**src/rtl/mnr_pkg.sv**
```systemverilog
// mnr_pkg: shared types for the mixed number reducer
// holds the controller state encoding and the divider status bundle
// no dependencies
`timescale 1ns / 1ps
`default_nettype none

package mnr_pkg;

    typedef enum logic [3:0] {
        S_IDLE,
        S_WHOLE_GO,
        S_WHOLE_WAIT,
        S_MUL,
        S_ADD,
        S_GCD,
        S_GCD_WAIT,
        S_NUM_GO,
        S_NUM_WAIT,
        S_DEN_GO,
        S_DEN_WAIT,
        S_OUT
    } mnr_state_t;

    typedef struct packed {
        logic busy;
        logic done;
    } mnr_div_stat_t;

endpackage

`default_nettype wire

```
**src/rtl/mnr_divider.sv**
```systemverilog
// mnr_divider: iterative signed divider, one quotient bit per cycle
// truncating quotient and remainder, remainder takes the dividend sign
// depends on mnr_pkg for the status bundle
`timescale 1ns / 1ps
`default_nettype none

module mnr_divider
    import mnr_pkg::*;
#(
    parameter int NUM_W = 33,
    parameter int DEN_W = 17
)
(
    input  wire logic                    clk,
    input  wire logic                    rst_n,
    input  wire logic                    start,
    input  wire logic signed [NUM_W-1:0] dividend,
    input  wire logic signed [DEN_W-1:0] divisor,
    output mnr_div_stat_t                stat,
    output logic signed [NUM_W-1:0]      quotient,
    output logic signed [DEN_W-1:0]      remainder
);

    localparam int CNT_W = $clog2(NUM_W + 1);

    logic             busy_reg, busy_next;
    logic             done_reg, done_next;
    logic [CNT_W-1:0] cnt_reg, cnt_next;
    logic [NUM_W-1:0] dvd_reg, dvd_next;
    logic [DEN_W-1:0] rem_reg, rem_next;
    logic [DEN_W-1:0] dvs_reg, dvs_next;
    logic             neg_q_reg, neg_q_next;
    logic             neg_r_reg, neg_r_next;

    logic [NUM_W-1:0] mag_dvd;
    logic [DEN_W-1:0] mag_dvs;
    logic             narrow;
    logic [DEN_W-1:0] trial;
    logic [DEN_W-1:0] diff;
    logic             fits;

    always_comb
    begin
        mag_dvd = dividend[NUM_W-1] ? NUM_W'(~dividend + 1'b1) : NUM_W'(dividend);
        mag_dvs = divisor[DEN_W-1] ? DEN_W'(~divisor + 1'b1) : DEN_W'(divisor);
        // small dividends skip the leading zero bits
        narrow  = (mag_dvd[NUM_W-1:DEN_W] == '0);
        trial   = {rem_reg[DEN_W-2:0], dvd_reg[NUM_W-1]};
        diff    = trial - dvs_reg;
        fits    = (trial >= dvs_reg);
    end

    always_comb
    begin
        busy_next  = busy_reg;
        done_next  = 1'b0;
        cnt_next   = cnt_reg;
        dvd_next   = dvd_reg;
        rem_next   = rem_reg;
        dvs_next   = dvs_reg;
        neg_q_next = neg_q_reg;
        neg_r_next = neg_r_reg;
        if (start)
        begin
            busy_next  = 1'b1;
            cnt_next   = narrow ? CNT_W'(DEN_W) : CNT_W'(NUM_W);
            dvd_next   = narrow ? (mag_dvd << (NUM_W - DEN_W)) : mag_dvd;
            rem_next   = '0;
            dvs_next   = mag_dvs;
            neg_q_next = dividend[NUM_W-1] ^ divisor[DEN_W-1];
            neg_r_next = dividend[NUM_W-1];
        end
        else if (busy_reg)
        begin
            rem_next = fits ? diff : trial;
            dvd_next = {dvd_reg[NUM_W-2:0], fits};
            cnt_next = cnt_reg - 1'b1;
            if (cnt_reg == CNT_W'(1))
            begin
                busy_next = 1'b0;
                done_next = 1'b1;
            end
        end
    end

    always_ff @(posedge clk or negedge rst_n)
    begin
        if (!rst_n)
        begin
            busy_reg <= 1'b0;
            done_reg <= 1'b0;
            cnt_reg  <= '0;
        end
        else
        begin
            busy_reg <= busy_next;
            done_reg <= done_next;
            cnt_reg  <= cnt_next;
        end
    end

    always_ff @(posedge clk)
    begin
        dvd_reg   <= dvd_next;
        rem_reg   <= rem_next;
        dvs_reg   <= dvs_next;
        neg_q_reg <= neg_q_next;
        neg_r_reg <= neg_r_next;
    end

    assign stat.busy = busy_reg;
    assign stat.done = done_reg;
    assign quotient  = neg_q_reg ? NUM_W'(~dvd_reg + 1'b1) : dvd_reg;
    assign remainder = neg_r_reg ? DEN_W'(~rem_reg + 1'b1) : rem_reg;

endmodule

`default_nettype wire

```
**src/rtl/mixed_number_reducer.sv**
```systemverilog
// mixed_number_reducer: top level, controller and datapath around one divider
// depends on mnr_pkg and mnr_divider
//
// channel   signals                                     direction
// -------   -----------------------------------------   ---------
// input     in_valid in_ready whole_in numer_in denom_in    in
// result    out_valid out_ready whole_out numer_out         out
//           denom_out div_error
// config    cfg_wr_en cfg_wr_data (to_fraction_mode)        in
//
// every division goes through the shared bit-serial divider, which skips the leading
// zero bits of a dividend whose magnitude fits in DATA_WIDTH+1 bits; one item at a time
// a zero denominator goes straight to the result; in_ready is high only while idle
// the result register holds until its transfer; reset clears the controller, sets mixed mode
`timescale 1ns / 1ps
`default_nettype none

module mixed_number_reducer
    import mnr_pkg::*;
#(
    parameter int DATA_WIDTH = 16
)
(
    input  wire logic                         clk,
    input  wire logic                         rst_n,
    input  wire logic                         cfg_wr_en,
    input  wire logic                         cfg_wr_data,
    input  wire logic                         in_valid,
    output logic                              in_ready,
    input  wire logic signed [DATA_WIDTH-1:0] whole_in,
    input  wire logic signed [DATA_WIDTH-1:0] numer_in,
    input  wire logic signed [DATA_WIDTH-1:0] denom_in,
    output logic                              out_valid,
    input  wire logic                         out_ready,
    output logic signed [16:0]                whole_out,
    output logic signed [31:0]                numer_out,
    output logic signed [16:0]                denom_out,
    output logic                              div_error
);

    localparam int NUM_W = 2 * DATA_WIDTH + 1;
    localparam int DEN_W = DATA_WIDTH + 1;
    localparam int PRD_W = 2 * DATA_WIDTH;

    mnr_state_t state_reg, state_next;
    logic       mode_reg;

    logic signed [DATA_WIDTH-1:0] w_reg, w_next;
    logic signed [DATA_WIDTH-1:0] n_reg, n_next;
    logic signed [DATA_WIDTH-1:0] d_reg, d_next;
    logic signed [PRD_W-1:0]      prod_reg, prod_next;
    logic signed [NUM_W-1:0]      a_reg, a_next;
    logic signed [DEN_W-1:0]      b_reg, b_next;
    logic signed [NUM_W-1:0]      num_reg, num_next;
    logic signed [DEN_W-1:0]      whole_reg, whole_next;
    logic signed [NUM_W-1:0]      numq_reg, numq_next;
    logic signed [DEN_W-1:0]      denq_reg, denq_next;
    logic                         err_reg, err_next;

    logic                    div_start;
    logic signed [NUM_W-1:0] div_dividend;
    logic signed [DEN_W-1:0] div_divisor;
    mnr_div_stat_t           div_stat;
    logic signed [NUM_W-1:0] div_quot;
    logic signed [DEN_W-1:0] div_rem;

    logic signed [NUM_W-1:0] n_wide;
    logic signed [NUM_W-1:0] d_wide;
    logic signed [NUM_W-1:0] b_wide;
    logic signed [DEN_W-1:0] d_ext;
    logic signed [DEN_W-1:0] w_ext;

    logic [NUM_W+31:0] numer_ext;
    logic [DEN_W+16:0] whole_ext;
    logic [DEN_W+16:0] denom_ext;

    mnr_divider #(
        .NUM_W (NUM_W),
        .DEN_W (DEN_W)
    ) u_divider (
        .clk       (clk),
        .rst_n     (rst_n),
        .start     (div_start),
        .dividend  (div_dividend),
        .divisor   (div_divisor),
        .stat      (div_stat),
        .quotient  (div_quot),
        .remainder (div_rem)
    );

    assign n_wide = {{(NUM_W-DATA_WIDTH){n_reg[DATA_WIDTH-1]}}, n_reg};
    assign d_wide = {{(NUM_W-DATA_WIDTH){d_reg[DATA_WIDTH-1]}}, d_reg};
    assign b_wide = {{(NUM_W-DEN_W){b_reg[DEN_W-1]}}, b_reg};
    assign d_ext  = {d_reg[DATA_WIDTH-1], d_reg};
    assign w_ext  = {w_reg[DATA_WIDTH-1], w_reg};

    // next state
    always_comb
    begin
        state_next = state_reg;
        unique case (state_reg)
            S_IDLE:
            begin
                if (in_valid)
                begin
                    if (denom_in == '0)
                        state_next = S_OUT;
                    else if (mode_reg)
                        state_next = S_MUL;
                    else
                        state_next = S_WHOLE_GO;
                end
            end
            S_WHOLE_GO:   state_next = S_WHOLE_WAIT;
            S_WHOLE_WAIT: if (div_stat.done) state_next = S_GCD;
            S_MUL:        state_next = S_ADD;
            S_ADD:        state_next = S_GCD;
            S_GCD:        state_next = (b_reg == '0) ? S_NUM_GO : S_GCD_WAIT;
            S_GCD_WAIT:   if (div_stat.done) state_next = S_GCD;
            S_NUM_GO:     state_next = S_NUM_WAIT;
            S_NUM_WAIT:   if (div_stat.done) state_next = S_DEN_GO;
            S_DEN_GO:     state_next = S_DEN_WAIT;
            S_DEN_WAIT:   if (div_stat.done) state_next = S_OUT;
            S_OUT:        if (out_ready) state_next = S_IDLE;
            default:      state_next = S_IDLE;
        endcase
    end

    // outputs and datapath
    always_comb
    begin
        in_ready     = 1'b0;
        out_valid    = 1'b0;
        div_start    = 1'b0;
        div_dividend = a_reg;
        div_divisor  = b_reg;
        w_next       = w_reg;
        n_next       = n_reg;
        d_next       = d_reg;
        prod_next    = prod_reg;
        a_next       = a_reg;
        b_next       = b_reg;
        num_next     = num_reg;
        whole_next   = whole_reg;
        numq_next    = numq_reg;
        denq_next    = denq_reg;
        err_next     = err_reg;
        unique case (state_reg)
            S_IDLE:
            begin
                in_ready = 1'b1;
                if (in_valid)
                begin
                    w_next     = whole_in;
                    n_next     = numer_in;
                    d_next     = denom_in;
                    err_next   = (denom_in == '0);
                    whole_next = '0;
                    numq_next  = '0;
                    denq_next  = '0;
                end
            end
            S_WHOLE_GO:
            begin
                div_start    = 1'b1;
                div_dividend = n_wide;
                div_divisor  = d_ext;
            end
            S_WHOLE_WAIT:
            begin
                if (div_stat.done)
                begin
                    whole_next = w_ext + div_quot[DEN_W-1:0];
                    a_next     = {{(NUM_W-DEN_W){div_rem[DEN_W-1]}}, div_rem};
                    num_next   = {{(NUM_W-DEN_W){div_rem[DEN_W-1]}}, div_rem};
                    b_next     = d_ext;
                end
            end
            S_MUL:
            begin
                prod_next = PRD_W'(w_reg) * PRD_W'(d_reg);
            end
            S_ADD:
            begin
                a_next   = {prod_reg[PRD_W-1], prod_reg} + n_wide;
                num_next = {prod_reg[PRD_W-1], prod_reg} + n_wide;
                b_next   = d_ext;
            end
            S_GCD:
            begin
                // b at zero leaves the signed gcd in a, kept in b from here on
                if (b_reg == '0)
                    b_next = a_reg[DEN_W-1:0];
                else
                    div_start = 1'b1;
            end
            S_GCD_WAIT:
            begin
                if (div_stat.done)
                begin
                    a_next = b_wide;
                    b_next = div_rem;
                end
            end
            S_NUM_GO:
            begin
                div_start    = 1'b1;
                div_dividend = num_reg;
            end
            S_NUM_WAIT:
            begin
                if (div_stat.done)
                    numq_next = div_quot;
            end
            S_DEN_GO:
            begin
                div_start    = 1'b1;
                div_dividend = d_wide;
            end
            S_DEN_WAIT:
            begin
                if (div_stat.done)
                    denq_next = div_quot[DEN_W-1:0];
            end
            S_OUT:
            begin
                out_valid = 1'b1;
            end
            default:
            begin
                in_ready = 1'b0;
            end
        endcase
    end

    always_ff @(posedge clk or negedge rst_n)
    begin
        if (!rst_n)
        begin
            state_reg <= S_IDLE;
            mode_reg  <= 1'b0;
        end
        else
        begin
            state_reg <= state_next;
            if (cfg_wr_en)
                mode_reg <= cfg_wr_data;
        end
    end

    always_ff @(posedge clk)
    begin
        w_reg     <= w_next;
        n_reg     <= n_next;
        d_reg     <= d_next;
        prod_reg  <= prod_next;
        a_reg     <= a_next;
        b_reg     <= b_next;
        num_reg   <= num_next;
        whole_reg <= whole_next;
        numq_reg  <= numq_next;
        denq_reg  <= denq_next;
        err_reg   <= err_next;
    end

    // wrap or sign extend to the fixed result widths
    assign numer_ext = {{32{numq_reg[NUM_W-1]}}, numq_reg};
    assign whole_ext = {{17{whole_reg[DEN_W-1]}}, whole_reg};
    assign denom_ext = {{17{denq_reg[DEN_W-1]}}, denq_reg};

    assign numer_out = numer_ext[31:0];
    assign whole_out = whole_ext[16:0];
    assign denom_out = denom_ext[16:0];
    assign div_error = err_reg;

`ifndef ASSERT_OFF
    a_no_overlap: assert property (@(posedge clk) disable iff (!rst_n)
        !(in_ready && out_valid))
        else $error("input and result sides active together");

    a_start_free: assert property (@(posedge clk) disable iff (!rst_n)
        div_start |-> !div_stat.busy)
        else $error("divider started while busy");

    a_error_zero: assert property (@(posedge clk) disable iff (!rst_n)
        (out_valid && div_error) |-> (whole_out == '0 && numer_out == '0 && denom_out == '0))
        else $error("error result with nonzero fields");

    a_denom_nonzero: assert property (@(posedge clk) disable iff (!rst_n)
        (out_valid && !div_error) |-> (denq_reg != '0))
        else $error("reduced denominator is zero");
`endif

endmodule

`default_nettype wire

```
**config.mk**
```make
export PLATFORM = sky130hd
export DESIGN_NAME = mixed_number_reducer
export DESIGN_NICKNAME = d
export VERILOG_FILES = /design/src/rtl/mnr_pkg.sv /design/src/rtl/mnr_divider.sv /design/src/rtl/mixed_number_reducer.sv
export SDC_FILE = /design/constraint.sdc
export NUM_CORES = 1
export LEC_CHECK = 0
export ABC_AREA = 1
export ABC_CLOCK_PERIOD_IN_PS = 6900
export BUFFER_PORTS_ARGS = -buffer_cell sky130_fd_sc_hd__buf_2
export CAP_MARGIN = 20
export CELL_PAD_IN_SITES_DETAIL_PLACEMENT = 1
export CELL_PAD_IN_SITES_GLOBAL_PLACEMENT = 1
export CORE_ASPECT_RATIO = 0.5
export CORE_UTILIZATION = 45
export DETAILED_ROUTE_END_ITERATION = 8
export HOLD_SLACK_MARGIN = 0.08
export PLACE_DENSITY = 0.89
export SYNTH_ARGS = -nofsm -noshare
export SYNTH_HDL_FRONTEND = slang
export SYNTH_SLANG_ARGS = --single-unit
```
**constraint.sdc**
```tcl
create_clock -name clk -period 6.9 [get_ports clk]
set_input_delay 0.69 -clock clk [delete_from_list [all_inputs] [get_ports clk]]
set_output_delay 0.69 -clock clk [all_outputs]
set_load 0.005 [all_outputs]
```
Word level (Yosys, flattened, before mapping)
Cells that the tools add are included.
{"block": "word_totals", "register_bits": 312, "latchBits": 0, "ramBits": 0, "mem_bits_ro": 0, "in_bits": 54, "out_inout_bits": 69, "word_cells": 126, "memories": 0}
{"block": "classes", "n_addsub": 8, "multipliers": 1, "div_mod_pow": 0, "magnitude_cmp": 1, "eq_ne": 20, "shift": 0, "mux": 48, "bitwise": 5, "n_reduce_logical": 21}
{"op": "2-to-1 mux 33 bit", "n": 6}
{"op": "case mux 33 bit (3 select lines)", "n": 2}
{"op": "2-to-1 mux 17 bit", "n": 9}
{"op": "2-to-1 mux 32 bit", "n": 3}
{"op": "case mux 17 bit (2 select lines)", "n": 2}
{"op": "case mux 17 bit (4 select lines)", "n": 1}
{"op": "case mux 33 bit (2 select lines)", "n": 1}
{"op": "case mux 32 bit (2 select lines)", "n": 1}
{"op": "case mux 4 bit (11 select lines)", "n": 1}
{"op": "adder 17 x 1 -> 17 bit, second input constant", "n": 2}
{"op": "inverter 17 bit", "n": 2}
{"op": "adder 32 x 16 -> 33 bit", "n": 1}
{"op": "adder 33 x 1 -> 33 bit, second input constant", "n": 1}
{"op": "inverter 33 bit", "n": 1}
{"op": "adder 32 x 1 -> 32 bit, second input constant", "n": 1}
{"op": "logical NOT 16 bit", "n": 2}
{"op": "multiplier 16 x 16 -> 32 bit", "n": 1}
{"op": "inverter 32 bit", "n": 1}
{"op": "2-to-1 mux 4 bit", "n": 6}
{"op": "2-to-1 mux 6 bit", "n": 3}
{"op": "adder 17 bit", "n": 1}
{"op": ">= comparator 17 bit", "n": 1}
{"op": "logical NOT 17 bit", "n": 1}
{"op": "subtractor 17 bit", "n": 1}
{"op": "other kinds (23)", "n": 53}

Longest topological paths before layout
{"block": "logic_depth", "depth_word": 8, "ltp_mapped": 29, "ltp_nobuf": 27}

Hierarchy
A second synthesis with hierarchy kept.
{"block": "unflattened", "cells_unflattened": 3865, "area_unflattened_um2": 30259.0}
{"module": "mixed_number_reducer", "instances": 1, "cells_each": 2854, "area_each_um2": 23403.7, "seq_area_each_um2": 7031.7}
{"module": "mnr_divider", "instances": 1, "cells_each": 1011, "area_each_um2": 6855.3, "seq_area_each_um2": 2102.0}

Worst setup path before layout
Ideal clock, no wire load.
{"block": "synth_path", "path_type": "flip-flop to flip-flop", "startpoint": "register d_reg[1]", "endpoint": "register prod_reg[26], data pin", "setup_time_ns": 0.265, "arrival_time_ns": 5.715, "required_time_ns": 6.635, "setup_slack_ns": 0.920, "stages_incl_launch_ff": 22, "path_buffers": 2, "synth_period_minus_slack_ns": 5.980, "cell_sequence": "edfxtp_1 > clkbuf_1 > clkbuf_1 > nand2_1 > fa_1 > fa_1 > fa_1 > inv_1 > fa_1 > fa_1 > inv_1 > fa_1 > inv_1 > ha_1 > a21oi_1 > o21ai_0 > a21o_1 > a21oi_1 > o21ai_0 > a21oi_1 > o21ai_0 > xor2_1"}
{"block": "synth_between", "elab_chain_len": 1}
{"element": "start, declared", "line_no": "mixed_number_reducer.sv:50", "text": "logic signed [DATA_WIDTH-1:0] d_reg, d_next;"}
{"element": "start signal, assigned", "line_no": "mixed_number_reducer.sv:255", "text": "d_reg <= d_next;"}
{"element": "multiplier 16 x 16 -> 32 bit", "line_no": "mixed_number_reducer.sv:181", "text": "prod_next = PRD_W'(w_reg) * PRD_W'(d_reg);"}
{"element": "end signal, assigned", "line_no": "mixed_number_reducer.sv:256", "text": "prod_reg <= prod_next;"}
{"element": "end, declared", "line_no": "mixed_number_reducer.sv:51", "text": "logic signed [PRD_W-1:0] prod_reg, prod_next;"}
No other way between the ends.
A chain may end at the register's enable or synchronous reset.

Worst setup path in the final report
{"block": "layout_path", "startpoint": "register w_reg[6]", "endpoint": "register prod_reg[26], data pin"}
{"block": "layout_between", "elab_chain_len": 1}
{"element": "start, declared", "line_no": "mixed_number_reducer.sv:48", "text": "logic signed [DATA_WIDTH-1:0] w_reg, w_next;"}
{"element": "start signal, assigned", "line_no": "mixed_number_reducer.sv:253", "text": "w_reg <= w_next;"}
{"element": "multiplier 16 x 16 -> 32 bit", "line_no": "mixed_number_reducer.sv:181"}
No other way between the ends.

==> summary.md <==
| Metric | Value |
|---|---|
| Status | `complete, no violations` |
| Critical Path Sink Type | `flop` |
| # IOs | `123` |
| Register area | `9130 um2` |
| # nets final | `4048` |
| First-pass GRT wire length | `156000 um` |
| Crit path buf inv count | `5` |
| Syn avg cell area | `8.30 um2` |
| Top cells by area, synth | `edfxtp_1 29%, fa_1 18%, nand2_1 9.6%` |
| Number of global-route vias before repair | `27286` |
| Clock Pin Slew Worst Setup and Hold Paths | `0.07 ns` |
| P&R area growth vs syn | `9.89%` |
| Die width | `360 um` |
| Top-area cell type share of the netlist area | `29.4%` |
| Minimum clock period | `6.64 ns` |
| Ys flop type | `edfxtp_1` |
| CTS tree | `built` |
| Port Buffers | `122` |
| Post-Syn Nets | `3946` |
| Cells after synthesis | `3474` |
| Die Height | `181 um` |
| Worst slew pin tran | `1.18 ns` |
| Setup_tns | `0 ns` |
| Crit Path Max Fanout | `17` |
| Average wire per standard cell | `23.2 um` |
| Area occupied by multi-input gates | `16500 um2` |
| MaxCap Viol Count | `0` |
| Layout cell share with drive strength beyond 1 | `8.52%` |
| Clock skew | `0.0308 ns` |
| Worst min-delay path class | `input pin to flop` |
| Pin count of the biggest net entering global routing | `56` |
| Hold Fails Final Rpt | `0` |
| Final Wtd Congestion | `0.949` |
| EDFF count, synth | `282` |
| CP max stage cell | `edfxtp_1` |
| Iteration-0 DRC Markers | `2242` |
| H-tree depth | `2` |
| Longest Clk Path Bufs | `3` |
| Crit-path cells | `nand2_1 -> inv_1 -> fa_1 -> inv_1 -> fa_1 -> fa_1 -> fa_1 -> inv_1 -> fa_1 -> inv_1 -> fa_1 -> inv_1 -> ha_1 -> a21oi_1 -> o21ai_0 -> a21o_1 -> a21oi_1 -> o21ai_0 -> a21oi_1 -> o21ai_0 -> xor2_1` |
| Critical path type | `flop to flop` |
| Core area | `63200 um2` |
| Max transition margin | `20.5%` |
| Async S/R FF share, synth | `4.17%` |
| Final-layout fill cell count | `7562` |
| CP max stage delay | `0.76 ns` |
| Seq/Total Area, Yosys | `31.7%` |
| Initial core utilization | `45.6%` |
| DRC viols | `0` |
| Area leader, netlist | `edfxtp_1` |
| Mapped Area | `28800 um2` |
| CP required | `7.19 ns` |
| Routed vias | `25536` |
| DP Wirelength | `80200 um` |
| Ys Warns | `0` |
| Finish-stage setup viols | `0` |
| Fin Hold WS | `0.311 ns` |
| Setup ws final | `0.264 ns` |
| Leak pwr | `15.2 nW` |
| Most common cell in the netlist | `nand2_1` |
| VDD IR max | `0.000140 V` |
| Post-synth top cells | `740 x nand2_1, 704 x inv_1, 282 x edfxtp_1, 265 x fa_1, 264 x nor2_1` |
| CP Data Arrival Time | `6.93 ns` |
| Fin. max-slew vios | `0` |
| WL final | `103000 um` |
| Final period util | `96.2%` |
| Clock Latency Late Sink | `0.57 ns` |
| Power Dens Cells | `125 nW/um2` |
| Yosys cell types | `57` |
| Row Count | `65` |
| Register bit total from synthesis | `312` |
| Post-DRT Antenna Nets | `0` |
| Clk root buf | `clkbuf_16` |
| Setup WS pre-CTS | `0.211 ns` |
| Clock Sinks | `312` |
| GRT Resource Usage Total | `31.2%` |
| Vias per cell | `5.75` |
| GRT Residual Overflow | `0` |
| Crit start category | `flop` |
| Max Fclk | `151 MHz` |
| Die area | `65200 um2` |
| TritonCTS Buffers | `34` |
| Top cell by count, worst path | `fa_1` |
| Initial antenna violation count | `6` |
| CP top delay family | `adder cells` |
| 1st-pass router iterations | `6` |
[per-layer routing]
layer	vias to the layer above	GRT usage (%)	wire, um
met2	1148	53.5	50300
met3	349	5.22	8000
li1	11232	-	-
met5	-	0	0
met1	12807	38.4	39100
met4	0	14.8	5460
[worst reg2reg max path: cells and delay by family (launching register included)]
family | cells | cell delay [ns]
adders and majority gates | 7 | 3.46
buffers and inverters | 5 | 0.32
DFF | 1 | 0.76
AOI/OAI and AO/OA | 7 | 1.44
xor gates and xnor gates | 1 | 0.17
and+or+nand+nor | 1 | 0.24
[placed cells by master (no fill, tap or decap), drive strengths merged, types with 18 or more instances in the layout]
cell and instances:
nand3 154, nor2 284, fa 265, o21ai 196
nor3 33, xor2 84, nand2 749, a21oi 167
or2 21, nor4 18, inv 712, o221ai 24
edfxtp 282, clkinv 19, ha 153, xnor2 30
buf 182, nand4 38, clkbuf 47
[power by group]
part           internal (mW)  total, mW  switching [mW]  leakage [nW]
clock                   1.04       1.90           0.857         0.541
combinational         0.0115     0.0249          0.0134          12.3
sequential              2.03       2.03        0.000142          2.42
[final timing paths]
kind                                                    startpoint                                  to  slack [ns]  cells after the start
worst max-delay path                            w_reg[6]$_DFFE_PP_              prod_reg[26]$_DFFE_PP_        0.26                     21
worst min-delay path                                   whole_in[0]                  w_reg[0]$_DFFE_PP_        0.31                      1
worst max register to register                  w_reg[6]$_DFFE_PP_              prod_reg[26]$_DFFE_PP_        0.26                     21
worst min register to register  u_divider.rem_reg[16]$_SDFFE_PP0P_  u_divider.rem_reg[16]$_SDFFE_PP0P_        0.48                      2
max in group asynchronous                                    rst_n        u_divider.busy_reg$_DFF_PN0_        6.00                      2
min in group asynchronous                                    rst_n    u_divider.cnt_reg[4]$_DFFE_PN0P_        0.60                      2
[layout make-up]
class                           count  share of cell area, %
Inverter                          717                   8.49
Tap cell                          837                   3.30
Timing Repair Buffer              185                   3.62
Clock buffer                       45                   3.08
Sequential cell                   312                   28.8
Clock inverter                     17                  0.426
Multi-Input combinational cell   2326                   52.2
Antenna cell                        5                 0.0395
[timing repair]
action,4_1_cts,5_1_grt
hold buffers,1,0
setup buffers,0,13
endpoints found under the hold margin,13,0
setup endpoints to repair,0,4
resized for setup,0,0
[logic make-up after synthesis]
group	count (synthesis)	synth area share [%]
AO/OA/AOI/OAI	482	9.51
flip-flops	312	31.7
buffers and inverters	836	11.1
AND/OR/NAND/NOR	1312	19.3
XOR/XNOR	114	3.46
adder cells (fa/ha/maj)	418	25.0
[metrics by stage]
| step | std cells | instance area [um2] | util, % | power, mW |
|---|---|---|---|---|
| 2_1_floorplan | 3474 | 28800 | - | 2.08 |
| 3_3_place_gp | 4360 | 30400 | 48.1 | 2.10 |
| 3_5_place_dp | 4361 | 30400 | 48.1 | 2.10 |
| 4_1_cts | 4424 | 31500 | 49.9 | 3.96 |
| 5_1_grt | 4443 | 31700 | 50.1 | 4.02 |
| 6_report | 4444 | 31700 | 50.2 | 3.96 |
Power figures use the tool's default switching activity.
